`src/partition_free_space_allocator_assert.svh`:
```
// ---------------------------------------------------------------------------
// Assertion macros for the partition free space allocator controller
// ---------------------------------------------------------------------------
`ifndef PARTITION_FREE_SPACE_ALLOCATOR_ASSERT_SVH
`define PARTITION_FREE_SPACE_ALLOCATOR_ASSERT_SVH

// Same-cycle implication, masked during reset
`define PFSA_ASSERT_NOW(label, clk, rst, ante, cons) \
  label: assert property (@(posedge clk) disable iff (rst) (ante) |-> (cons)) \
    else $error("pfsa: same-cycle check failed");

// Next-cycle implication, masked during reset
`define PFSA_ASSERT_NEXT(label, clk, rst, ante, cons) \
  label: assert property (@(posedge clk) disable iff (rst) (ante) |=> (cons)) \
    else $error("pfsa: next-cycle check failed");

`endif

```
`src/pfsa_pkg.sv`:
```
// ---------------------------------------------------------------------------
// pfsa_pkg
// Constants, command codes and controller/datapath interface types for the
// partition free space allocator.
// ---------------------------------------------------------------------------
package pfsa_pkg;

  localparam int GPT_SLOTS     = 16;
  localparam int MBR_SLOTS     = 4;
  // Alignment must be a power of two: align-up is an add and a mask
  localparam int ALIGN_SECTORS = 2048;
  localparam int LBA_BITS      = 48;
  localparam int GPT_TAIL      = 34;

  localparam int SLOT_W = 4;
  localparam int PASS_W = $clog2(GPT_SLOTS + 1);

  typedef logic [LBA_BITS-1:0] lba_t;
  typedef logic [SLOT_W-1:0]   slot_idx_t;

  localparam lba_t LBA_MAX      = '1;
  localparam lba_t ALIGN_M1     = lba_t'(ALIGN_SECTORS - 1);
  localparam lba_t ALIGN_BASE   = lba_t'(ALIGN_SECTORS);
  localparam lba_t GPT_TAIL_LBA = lba_t'(GPT_TAIL);
  localparam lba_t TOTAL_RESET  = lba_t'(64);

  localparam slot_idx_t MBR_LAST = SLOT_W'(MBR_SLOTS - 1);
  localparam slot_idx_t GPT_LAST = SLOT_W'(GPT_SLOTS - 1);

  // Command kinds
  localparam logic [2:0] KIND_ALLOC  = 3'd0;
  localparam logic [2:0] KIND_DELETE = 3'd1;
  localparam logic [2:0] KIND_READ   = 3'd2;
  localparam logic [2:0] KIND_LOAD   = 3'd3;
  localparam logic [2:0] KIND_CLEAR  = 3'd4;

  // Result status codes
  localparam logic [2:0] ST_OK       = 3'd0;
  localparam logic [2:0] ST_NO_SLOT  = 3'd1;
  localparam logic [2:0] ST_NO_SPACE = 3'd2;
  localparam logic [2:0] ST_BAD_SIZE = 3'd3;
  localparam logic [2:0] ST_BAD_SLOT = 3'd4;
  localparam logic [2:0] ST_EMPTY    = 3'd5;

  // Configuration register indexes
  localparam logic [1:0] CFG_TOTAL = 2'd0;
  localparam logic [1:0] CFG_GPT   = 2'd1;

  localparam logic [7:0] GPT_TYPE_MAX     = 8'd3;
  localparam logic [7:0] GPT_TYPE_DEFAULT = 8'd1;

  typedef enum logic [3:0] {
    DP_NOP,
    DP_SINIT,
    DP_LATCH,
    DP_TEST,
    DP_MOVE,
    DP_EINIT,
    DP_TRIM,
    DP_AVAIL,
    DP_WANT,
    DP_COMMIT,
    DP_WIPE,
    DP_LOAD,
    DP_CLEAR
  } dp_op_t;

  typedef enum logic [1:0] {
    RES_ZERO,
    RES_SLOT,
    RES_RANGE
  } res_sel_t;

  typedef struct packed {
    logic       take;
    dp_op_t     op;
    slot_idx_t  idx;
    logic       put;
    res_sel_t   res_sel;
    logic [2:0] res_status;
  } dp_cmd_t;

  typedef struct packed {
    logic gpt;
    logic used_at_idx;
    logic hit;
    logic move_fail;
    logic range_bad;
    logic want_zero;
  } dp_stat_t;

endpackage

```
`src/pfsa_dp.sv`:
```
// ---------------------------------------------------------------------------
// pfsa_dp
// Slot table, configuration registers, start/end search arithmetic and the
// result register of the partition free space allocator.
// ---------------------------------------------------------------------------
module pfsa_dp (
  input  logic                clk,
  input  logic                rst,
  input  pfsa_pkg::dp_cmd_t   cmd,
  output pfsa_pkg::dp_stat_t  stat,
  input  logic                cfg_valid,
  input  logic [1:0]          cfg_index,
  input  pfsa_pkg::lba_t      cfg_data,
  input  pfsa_pkg::lba_t      size_sectors,
  input  logic                take_rest,
  input  logic [7:0]          type_code,
  input  logic                boot_in,
  input  logic                used_in,
  input  pfsa_pkg::lba_t      start_in,
  input  pfsa_pkg::lba_t      end_in,
  output logic [2:0]          status,
  output logic [3:0]          slot_out,
  output logic                used_out,
  output logic                boot_out,
  output logic [7:0]          type_out,
  output pfsa_pkg::lba_t      first_out,
  output pfsa_pkg::lba_t      last_out
);
  import pfsa_pkg::*;

  // Configuration
  lba_t disk_size;
  logic gpt_mode;

  // Slot table; an entry without its valid bit reads as all zero
  logic [GPT_SLOTS-1:0] tbl_valid;
  logic [GPT_SLOTS-1:0] tbl_used;
  logic [GPT_SLOTS-1:0] tbl_boot;
  logic [7:0]           tbl_type  [GPT_SLOTS];
  lba_t                 tbl_first [GPT_SLOTS];
  lba_t                 tbl_last  [GPT_SLOTS];

  // Held request payload
  lba_t       req_size;
  logic       req_rest;
  logic [7:0] req_type;
  logic       req_boot;
  logic       req_used;
  lba_t       req_start;
  lba_t       req_end;

  // Search working registers
  lba_t start_lba;
  lba_t stop_lba;
  logic e_used;
  lba_t e_first;
  lba_t e_last;
  lba_t e_next;
  logic hit;
  logic last_max;
  logic end_fail;
  lba_t diff;
  lba_t want_m1;
  logic want_zero;

  // Combinational
  logic              rd_valid;
  logic              rd_used;
  logic              rd_boot;
  logic [7:0]        rd_type;
  lba_t              rd_first;
  lba_t              rd_last;
  logic [LBA_BITS:0] align_sum;
  lba_t              aligned;
  logic              move_fail;
  lba_t              size_m1;
  logic [7:0]        commit_type;
  logic              commit_boot;

  always_comb begin
    rd_valid    = tbl_valid[cmd.idx];
    rd_used     = rd_valid & tbl_used[cmd.idx];
    rd_boot     = rd_valid & tbl_boot[cmd.idx];
    rd_type     = rd_valid ? tbl_type[cmd.idx]  : 8'd0;
    rd_first    = rd_valid ? tbl_first[cmd.idx] : '0;
    rd_last     = rd_valid ? tbl_last[cmd.idx]  : '0;
    align_sum   = {1'b0, e_next} + {1'b0, ALIGN_M1};
    aligned     = align_sum[LBA_BITS-1:0] & ~ALIGN_M1;
    // Skipping past the top sector or aligning beyond it leaves no space
    move_fail   = hit & (last_max | align_sum[LBA_BITS]);
    size_m1     = req_size - lba_t'(1);
    commit_type = gpt_mode ? ((req_type > GPT_TYPE_MAX) ? GPT_TYPE_DEFAULT : req_type)
                           : req_type;
    commit_boot = ~gpt_mode & (cmd.idx == '0);
  end

  assign stat.gpt         = gpt_mode;
  assign stat.used_at_idx = rd_used;
  assign stat.hit         = hit;
  assign stat.move_fail   = move_fail;
  assign stat.range_bad   = end_fail | (start_lba >= stop_lba);
  assign stat.want_zero   = want_zero;

  // Configuration registers
  always_ff @(posedge clk) begin
    if (rst) begin
      disk_size <= TOTAL_RESET;
      gpt_mode  <= 1'b0;
    end else if (cfg_valid) begin
      unique case (cfg_index)
        CFG_TOTAL: disk_size <= cfg_data;
        CFG_GPT:   gpt_mode  <= cfg_data[0];
        default: ;
      endcase
    end
  end

  // Valid bits
  always_ff @(posedge clk) begin
    if (rst) begin
      tbl_valid <= '0;
    end else begin
      unique case (cmd.op)
        DP_COMMIT, DP_LOAD: tbl_valid[cmd.idx] <= 1'b1;
        DP_WIPE:            tbl_valid[cmd.idx] <= 1'b0;
        DP_CLEAR:           tbl_valid          <= '0;
        default: ;
      endcase
    end
  end

  // Table payload
  always_ff @(posedge clk) begin
    if (cmd.op == DP_COMMIT) begin
      tbl_used[cmd.idx]  <= 1'b1;
      tbl_boot[cmd.idx]  <= commit_boot;
      tbl_type[cmd.idx]  <= commit_type;
      tbl_first[cmd.idx] <= start_lba;
      tbl_last[cmd.idx]  <= start_lba + want_m1;
    end else if (cmd.op == DP_LOAD) begin
      tbl_used[cmd.idx]  <= req_used;
      tbl_boot[cmd.idx]  <= req_boot;
      tbl_type[cmd.idx]  <= req_type;
      tbl_first[cmd.idx] <= req_start;
      tbl_last[cmd.idx]  <= req_end;
    end
  end

  // Request payload, captured on the input transfer
  always_ff @(posedge clk) begin
    if (cmd.take) begin
      req_size  <= size_sectors;
      req_rest  <= take_rest;
      req_type  <= type_code;
      req_boot  <= boot_in;
      req_used  <= used_in;
      req_start <= start_in;
      req_end   <= end_in;
    end
  end

  // Start/end search
  always_ff @(posedge clk) begin
    if (rst) begin
      hit <= 1'b0;
    end else begin
      unique case (cmd.op)
        DP_SINIT: begin
          start_lba <= ALIGN_BASE;
          hit       <= 1'b0;
        end
        DP_LATCH: begin
          e_used  <= rd_used;
          e_first <= rd_first;
          e_last  <= rd_last;
        end
        DP_TEST: begin
          hit      <= e_used && (start_lba >= e_first) && (start_lba <= e_last);
          last_max <= (e_last == LBA_MAX);
          e_next   <= e_last + lba_t'(1);
        end
        DP_MOVE: begin
          if (hit && !move_fail) begin
            start_lba <= aligned;
          end
        end
        DP_EINIT: begin
          if (gpt_mode) begin
            end_fail <= (disk_size < GPT_TAIL_LBA);
            stop_lba <= disk_size - GPT_TAIL_LBA;
          end else begin
            end_fail <= (disk_size == '0);
            stop_lba <= disk_size - lba_t'(1);
          end
        end
        DP_TRIM: begin
          // Pull the end in to just before a used entry starting past the start
          if (e_used && (e_first > start_lba) && (e_first <= stop_lba)) begin
            stop_lba <= e_first - lba_t'(1);
          end
        end
        DP_AVAIL: begin
          diff <= stop_lba - start_lba;
        end
        DP_WANT: begin
          want_zero <= ~req_rest & (req_size == '0);
          if (req_rest || (size_m1 > diff)) begin
            want_m1 <= diff;
          end else begin
            want_m1 <= size_m1;
          end
        end
        default: ;
      endcase
    end
  end

  // Result register
  always_ff @(posedge clk) begin
    if (cmd.put) begin
      status   <= cmd.res_status;
      slot_out <= cmd.idx;
      unique case (cmd.res_sel)
        RES_SLOT: begin
          used_out  <= rd_used;
          boot_out  <= rd_boot;
          type_out  <= rd_type;
          first_out <= rd_first;
          last_out  <= rd_last;
        end
        RES_RANGE: begin
          used_out  <= 1'b0;
          boot_out  <= 1'b0;
          type_out  <= 8'd0;
          first_out <= start_lba;
          last_out  <= stop_lba;
        end
        default: begin
          used_out  <= 1'b0;
          boot_out  <= 1'b0;
          type_out  <= 8'd0;
          first_out <= '0;
          last_out  <= '0;
        end
      endcase
    end
  end

endmodule

```
`src/pfsa_ctrl.sv`:
```
// ---------------------------------------------------------------------------
// pfsa_ctrl
// Command sequencer: slot scans, start-seek passes, end trim, size check and
// result handoff for the partition free space allocator.
// ---------------------------------------------------------------------------
`include "partition_free_space_allocator_assert.svh"

module pfsa_ctrl (
  input  logic                clk,
  input  logic                rst,
  input  logic                in_valid,
  output logic                in_ready,
  input  logic [2:0]          kind,
  input  logic [3:0]          slot,
  output logic                out_valid,
  input  logic                out_ready,
  output pfsa_pkg::dp_cmd_t   cmd,
  input  pfsa_pkg::dp_stat_t  stat
);
  import pfsa_pkg::*;

  typedef enum logic [4:0] {
    S_IDLE,
    S_FREE,
    S_SINIT,
    S_SLATCH,
    S_STEST,
    S_SMOVE,
    S_EINIT,
    S_ELATCH,
    S_ETRIM,
    S_CHECK,
    S_WANT,
    S_JUDGE,
    S_DEL,
    S_LOAD,
    S_CLEAR,
    S_PUT
  } state_t;

  state_t              state;
  slot_idx_t           idx;
  slot_idx_t           free_slot;
  logic [PASS_W-1:0]   pass;
  logic                moved;
  res_sel_t            res_sel;
  logic [2:0]          res_status;

  logic      accept;
  logic      put;
  logic      out_wait;
  slot_idx_t last_idx;

  assign last_idx = stat.gpt ? GPT_LAST : MBR_LAST;
  assign in_ready = (state == S_IDLE);
  assign accept   = in_valid & in_ready;
  assign put      = (state == S_PUT) && (!out_valid || out_ready);
  assign out_wait = out_valid & ~out_ready;

  always_comb begin
    cmd.take       = accept;
    cmd.idx        = idx;
    cmd.put        = put;
    cmd.res_sel    = res_sel;
    cmd.res_status = res_status;
    unique case (state)
      S_SINIT:            cmd.op = DP_SINIT;
      S_SLATCH, S_ELATCH: cmd.op = DP_LATCH;
      S_STEST:            cmd.op = DP_TEST;
      S_SMOVE:            cmd.op = DP_MOVE;
      S_EINIT:            cmd.op = DP_EINIT;
      S_ETRIM:            cmd.op = DP_TRIM;
      S_CHECK:            cmd.op = DP_AVAIL;
      S_WANT:             cmd.op = DP_WANT;
      S_JUDGE:            cmd.op = stat.want_zero ? DP_NOP : DP_COMMIT;
      S_DEL:              cmd.op = stat.used_at_idx ? DP_WIPE : DP_NOP;
      S_LOAD:             cmd.op = DP_LOAD;
      S_CLEAR:            cmd.op = DP_CLEAR;
      default:            cmd.op = DP_NOP;
    endcase
  end

  always_ff @(posedge clk) begin
    if (rst) begin
      state      <= S_IDLE;
      out_valid  <= 1'b0;
      idx        <= '0;
      free_slot  <= '0;
      pass       <= '0;
      moved      <= 1'b0;
      res_sel    <= RES_ZERO;
      res_status <= ST_OK;
    end else begin
      if (put) begin
        out_valid <= 1'b1;
      end else if (out_valid && out_ready) begin
        out_valid <= 1'b0;
      end
      unique case (state)
        S_IDLE: begin
          if (accept) begin
            unique case (kind)
              KIND_ALLOC: begin
                idx   <= '0;
                state <= S_FREE;
              end
              KIND_DELETE, KIND_READ, KIND_LOAD: begin
                idx <= slot;
                if (slot > last_idx) begin
                  res_sel    <= RES_ZERO;
                  res_status <= ST_BAD_SLOT;
                  state      <= S_PUT;
                end else if (kind == KIND_DELETE) begin
                  state <= S_DEL;
                end else if (kind == KIND_LOAD) begin
                  state <= S_LOAD;
                end else begin
                  res_sel    <= RES_SLOT;
                  res_status <= ST_OK;
                  state      <= S_PUT;
                end
              end
              KIND_CLEAR: begin
                idx   <= '0;
                state <= S_CLEAR;
              end
              default: begin
                idx        <= '0;
                res_sel    <= RES_ZERO;
                res_status <= ST_OK;
                state      <= S_PUT;
              end
            endcase
          end
        end
        S_FREE: begin
          if (!stat.used_at_idx) begin
            free_slot <= idx;
            state     <= S_SINIT;
          end else if (idx == last_idx) begin
            idx        <= '0;
            res_sel    <= RES_ZERO;
            res_status <= ST_NO_SLOT;
            state      <= S_PUT;
          end else begin
            idx <= idx + 1'b1;
          end
        end
        S_SINIT: begin
          idx   <= '0;
          pass  <= '0;
          moved <= 1'b0;
          state <= S_SLATCH;
        end
        S_SLATCH: state <= S_STEST;
        S_STEST:  state <= S_SMOVE;
        S_SMOVE: begin
          if (stat.move_fail) begin
            idx        <= free_slot;
            res_sel    <= RES_ZERO;
            res_status <= ST_NO_SPACE;
            state      <= S_PUT;
          end else if (idx == last_idx) begin
            // Another pass only while the start keeps moving
            if ((moved || stat.hit) && (pass <= PASS_W'(last_idx))) begin
              pass  <= pass + 1'b1;
              moved <= 1'b0;
              idx   <= '0;
              state <= S_SLATCH;
            end else begin
              state <= S_EINIT;
            end
          end else begin
            moved <= moved | stat.hit;
            idx   <= idx + 1'b1;
            state <= S_SLATCH;
          end
        end
        S_EINIT: begin
          idx   <= '0;
          state <= S_ELATCH;
        end
        S_ELATCH: state <= S_ETRIM;
        S_ETRIM: begin
          if (idx == last_idx) begin
            state <= S_CHECK;
          end else begin
            idx   <= idx + 1'b1;
            state <= S_ELATCH;
          end
        end
        S_CHECK: begin
          idx <= free_slot;
          if (stat.range_bad) begin
            res_sel    <= RES_ZERO;
            res_status <= ST_NO_SPACE;
            state      <= S_PUT;
          end else begin
            state <= S_WANT;
          end
        end
        S_WANT: state <= S_JUDGE;
        S_JUDGE: begin
          if (stat.want_zero) begin
            res_sel    <= RES_RANGE;
            res_status <= ST_BAD_SIZE;
          end else begin
            res_sel    <= RES_SLOT;
            res_status <= ST_OK;
          end
          state <= S_PUT;
        end
        S_DEL: begin
          res_sel    <= RES_SLOT;
          res_status <= stat.used_at_idx ? ST_OK : ST_EMPTY;
          state      <= S_PUT;
        end
        S_LOAD: begin
          res_sel    <= RES_SLOT;
          res_status <= ST_OK;
          state      <= S_PUT;
        end
        S_CLEAR: begin
          res_sel    <= RES_ZERO;
          res_status <= ST_OK;
          state      <= S_PUT;
        end
        S_PUT: begin
          // Hold until the result register is free
          if (put) begin
            state <= S_IDLE;
          end
        end
        default: state <= S_IDLE;
      endcase
    end
  end

  `PFSA_ASSERT_NEXT(a_accept_starts_work, clk, rst, accept, state != S_IDLE)
  `PFSA_ASSERT_NEXT(a_put_holds, clk, rst, (state == S_PUT) && out_wait, (state == S_PUT) && out_valid)
  `PFSA_ASSERT_NOW(a_pass_bound, clk, rst, state == S_SLATCH, pass <= PASS_W'(GPT_SLOTS))
  `PFSA_ASSERT_NOW(a_scan_idx_bound, clk, rst, (state == S_SLATCH) || (state == S_ELATCH), idx <= last_idx)

endmodule

```
`src/partition_free_space_allocator.sv`:
```
// Path to out_valid: read, bad slot and unknown kind go straight to S_PUT; delete, load
//   and clear go via S_DEL, S_LOAD or S_CLEAR; S_PUT waits while an earlier result is held.
// Allocate: free-slot scan, up to n+1 start-seek passes (latch, test, move per slot),
//   end trim (latch, trim per slot), then check, want, judge; n is 4 (MBR) or 16 (GPT).
// One command in flight; the next is taken once the result moves to the output register.
// Reset clears every slot's valid bit, the disk size to 64 and gpt_mode to 0.
// ---------------------------------------------------------------------------
// partition_free_space_allocator
// Top level: partition slot table with first-free-slot, aligned allocation.
// ---------------------------------------------------------------------------
module partition_free_space_allocator (
  input  logic                clk,
  input  logic                rst,
  input  logic                in_valid,
  output logic                in_ready,
  input  logic [2:0]          kind,
  input  logic [3:0]          slot,
  input  pfsa_pkg::lba_t      size_sectors,
  input  logic                take_rest,
  input  logic [7:0]          type_code,
  input  logic                boot_in,
  input  logic                used_in,
  input  pfsa_pkg::lba_t      start_in,
  input  pfsa_pkg::lba_t      end_in,
  output logic                out_valid,
  input  logic                out_ready,
  output logic [2:0]          status,
  output logic [3:0]          slot_out,
  output logic                used_out,
  output logic                boot_out,
  output logic [7:0]          type_out,
  output pfsa_pkg::lba_t      first_out,
  output pfsa_pkg::lba_t      last_out,
  input  logic                cfg_valid,
  output logic                cfg_ready,
  input  logic [1:0]          cfg_index,
  input  pfsa_pkg::lba_t      cfg_data
);
  import pfsa_pkg::*;

  dp_cmd_t  cmd;
  dp_stat_t stat;

  assign cfg_ready = 1'b1;

  pfsa_ctrl u_ctrl (
    .clk       (clk),
    .rst       (rst),
    .in_valid  (in_valid),
    .in_ready  (in_ready),
    .kind      (kind),
    .slot      (slot),
    .out_valid (out_valid),
    .out_ready (out_ready),
    .cmd       (cmd),
    .stat      (stat)
  );

  pfsa_dp u_dp (
    .clk          (clk),
    .rst          (rst),
    .cmd          (cmd),
    .stat         (stat),
    .cfg_valid    (cfg_valid),
    .cfg_index    (cfg_index),
    .cfg_data     (cfg_data),
    .size_sectors (size_sectors),
    .take_rest    (take_rest),
    .type_code    (type_code),
    .boot_in      (boot_in),
    .used_in      (used_in),
    .start_in     (start_in),
    .end_in       (end_in),
    .status       (status),
    .slot_out     (slot_out),
    .used_out     (used_out),
    .boot_out     (boot_out),
    .type_out     (type_out),
    .first_out    (first_out),
    .last_out     (last_out)
  );

endmodule

```
`config.mk`:
```
export PLATFORM = sky130hd
export DESIGN_NAME = partition_free_space_allocator
export DESIGN_NICKNAME = d
export VERILOG_FILES = /design/src/pfsa_pkg.sv /design/src/pfsa_dp.sv /design/src/pfsa_ctrl.sv /design/src/partition_free_space_allocator.sv
export VERILOG_INCLUDE_DIRS = /design/src /design/src/src
export SDC_FILE = /design/constraint.sdc
export NUM_CORES = 2
export LEC_CHECK = 0
export BUFFER_PORTS_ARGS = -buffer_cell sky130_fd_sc_hd__clkbuf_2
export CORE_UTILIZATION = 40
export CTS_CLUSTER_SIZE = 24
export DETAILED_ROUTE_END_ITERATION = 7
export PLACE_DENSITY = 0.66
export SYNTH_ARGS = -nofsm -noshare
export SYNTH_HDL_FRONTEND = slang
export SYNTH_SLANG_ARGS = --single-unit
```
`constraint.sdc`:
```
create_clock -name clk -period 18.9 [get_ports clk]
set_clock_uncertainty 0.15 [all_clocks]
set_input_delay 2.835 -clock clk [delete_from_list [all_inputs] [get_ports clk]]
set_output_delay 2.835 -clock clk [all_outputs]
set_load 0.01 [all_outputs]
```
==> qor.yml <==
syn_nets: 6611
via_per_inst: 5.90
yosys_warnings: 0
setup_tns_ps: 0
die_area_sq_um: 258000
switching_share: 0.282
dr.first_iter.drc_count: 7846
fin_nets: 7047
grt_pass1_vias: 58200
vias: 59800
hpwl_mm: 208
end_kind: "register"
cts.htree.levels: 4
start_kind: "register"
antenna_found_initial: 28
clockRootBuffer: "clkbuf_16"
worstHoldPathCells: 0
start_util: 0.403
rr_startpoint: "u_dp.req_size[18]"
path_buf_inv: 1
r2r-end: "u_dp.want_m1[5]"
drive_gt1_frac: 0.213
ys_async_sr_fraction: 0
seqCellArea_sq_um: 70800
period_share: 0.330
route.detailed.drc: 0
worstPathArrival_ps: 6750
syn_inst: 6130
die_w_microns: 508
max_stage_delay_ps: 590
holdPathEnd: "u_dp.status[1]"
dp.cells: 9694
r2r_slack_ps: 12660
cts.clk_slew.worst_paths_ps: 60
slew_headroom: 0.152
cts_setup_buffers: 0
ys_seq_elements: 2387
row_count: 185
die_h_microns: 508
path_cells: "or4_4 -> or4_1 -> nor4_2 -> and3_1 -> nand2b_1 -> or3_1 -> nand3b_4 -> nor3_1 -> xor2_1 -> ha_1 -> a21o_1 -> a21o_1 -> a21oi_1 -> o21ai_0 -> a31oi_1 -> o21ai_0 -> o21ai_0 -> a21oi_4 -> buf_4 -> mux2_2"
synth_simple_gate_area_share: 0.0616
synthMuxAreaShare: 0.122
cts_resized: 0
cp.required_ps: 19410
setup_viol: 0
setup.worst_path.start: "u_dp.req_size[18]"
wl_per_cell_microns: 31.3
grt_pass1_wl_mm: 441
synth_edf_count: 2293
grt_max_degree: 113
wl_mm: 317
clockPowerShare: 0.342
synthToLayoutAreaGrowth_pct: 13.5
tightestPinTransition_ps: 1270
reg_top3: "u_dp.tbl_first x768, u_dp.tbl_last x768, u_dp.tbl_type x128"
worst_path_max_delay_cell: "or4_4"
multiInputGateArea_sq_um: 29700
crit_path_frequent_cell: "o21ai_0"
synth_top_family_by_area: "multiplexers"
crit_family: "simple AND/OR/NAND/NOR gates"
drv_cap: 0
syn_avg_cell_area_sq_um: 16.7
numPortBuffers: 331
worst-path-max-fanout: 32
ir_drop_mv: 0.0981
cts_hold_buffers: 0
fin_cells: 10100
grt_setup_unrepaired: "false"
synth_fa_ha_area_frac: 0.0324
gp_congestion: 0.962
drv_slew: 0
period_needed_ps: 6240
yosysSeqAreaShare: 0.691
grt-ovfl-total: 0
first_pass_iters: 6
ant_nets: 0
synth_compound_area_frac: 0.0490
synth_ff_type: "edfxtp_1"
cts_buffers: 234
seq_power_share: 0.470
io_pins: 333
grtUsageTotal: 0.243
holdCritStartpoint: "u_ctrl.res_status[1]"
worstHoldPathType: "reg2reg"
clockBufferDepth: 3
reg2reg_depth: 20
synth_xor_area_frac: 0.0239
synth_cell_types: 83
status: "complete, no violations"
p_leak_nw: 38.9
path_depth: 20
cts_tree: "done"
p_per_area_nw_per_um2: 119
intPower_mw: 9.92
fillers: 21500
hold_viol_final: 0
critPathKind: "reg2reg"
switchingPower_mw: 3.90
coreArea_sq_um: 254000
pwr-share-comb: 0.188
numClockSinks: 2387
syn_area_sq_um: 102000
clock_latency_ps: 920
fmax_mhz: 160
==> synthesized netlist by cell type, drive strengths merged (44+ instances only) <==
master / number / area (sq um)
xnor2: 170 / 1490
edfxtp: 2293 / 68900
and3: 54 / 338
nand2: 413 / 1550
and2: 124 / 776
a32o: 85 / 851
mux4: 523 / 11800
nor4: 44 / 309
a21oi: 228 / 1140
inv: 285 / 1070
clkbuf: 203 / 762
a21o: 85 / 638
o21ai: 205 / 1030
mux2: 48 / 541
nand4: 45 / 282
xor2: 109 / 955
nor3: 84 / 430
nand3: 85 / 425
buf: 57 / 225
ha: 262 / 3280
dfxtp: 94 / 1880
nor2: 272 / 1020
==> worst max path at each step <==
| stage | to | slack, ps |
|---|---|---|
| after floorplan | u_dp.e_first[0] | 7730 |
| after global placement | u_dp.want_m1[0] | 12470 |
| after detailed placement | u_dp.want_m1[8] | 12690 |
| after CTS | u_dp.want_m1[5] | 12670 |
| after global routing | u_dp.want_m1[5] | 12280 |
| final | u_dp.want_m1[5] | 12660 |
==> stage by stage <==
stage          hold slack, ps   util  setup slack, ps  total power [mW]  instance area (sq um)
2_1_floorplan             256      -             7730              8.26                 102000
3_3_place_gp              296  0.427            12470              9.14                 109000
3_5_place_dp              280  0.427            12690              9.18                 109000
4_1_cts                   300  0.457            12670              13.9                 116000
5_1_grt                   318  0.457            12280              14.2                 116000
6_report                  294  0.457            12660              13.8                 116000
==> final cells by class <==
| type | instances | area share |
|---|---|---|
| clock buffers | 279 | 0.0524 |
| flip-flops and latches | 2387 | 0.609 |
| diodes | 4 | 0.0000861 |
| repair buffers | 460 | 0.0228 |
| clock inverters | 164 | 0.0142 |
| inverters | 286 | 0.0100 |
| well taps | 3366 | 0.0362 |
| multi-input cells | 3197 | 0.256 |
==> power groups by stage <==
stage                     clock network (mW)  registers (mW)  logic (mW)
after floorplan                            0            6.46        1.79
after global placement                     0            6.59        2.55
after detailed placement                   0            6.60        2.59
after CTS                               4.77            6.49        2.60
after global routing                    4.96            6.50        2.78
final                                   4.72            6.50        2.60
==> logic make-up after synthesis <==
| kind of cell | after synthesis |
|---|---|
| buffers and inverters | 546 |
| multiplexers | 591 |
| AND/OR/NAND/NOR | 1287 |
| AO/OA/AOI/OAI | 775 |
| adder cells (fa/ha/maj) | 264 |
| other | 1 |
| flip-flops | 2387 |
| XOR/XNOR | 279 |
==> metal layers <==
layer  share of wire  vias up  track usage
met5         0.00040        -            0
met4           0.048       20        0.109
met3           0.089      492       0.0411
met2            0.46     3138        0.375
met1            0.40    31200        0.337
li1                -    25000            -
==> placed cells by master (no fill, tap or decap), types with 49 or more instances in the layout <==
cell type  netlist  routed
edfxtp_1      2293    2293
mux4_2         523     523
nand2_1        413     412
clkbuf_2         0     330
nor2_1         272     268
inv_1          285     268
ha_1           262     261
clkbuf_16        0     236
a21oi_1        228     227
o21ai_0        205     187
xnor2_1        170     170
buf_4            1     126
and2_1         122     122
xor2_1         109     109
dfxtp_1         94      88
nand3_1         85      85
a21o_1          85      85
a32o_1          85      85
nor3_1          82      81
and3_1          54      54
clkinv_2         0      50
clkinv_1         1      49
(Power assumes the default switching activity.)
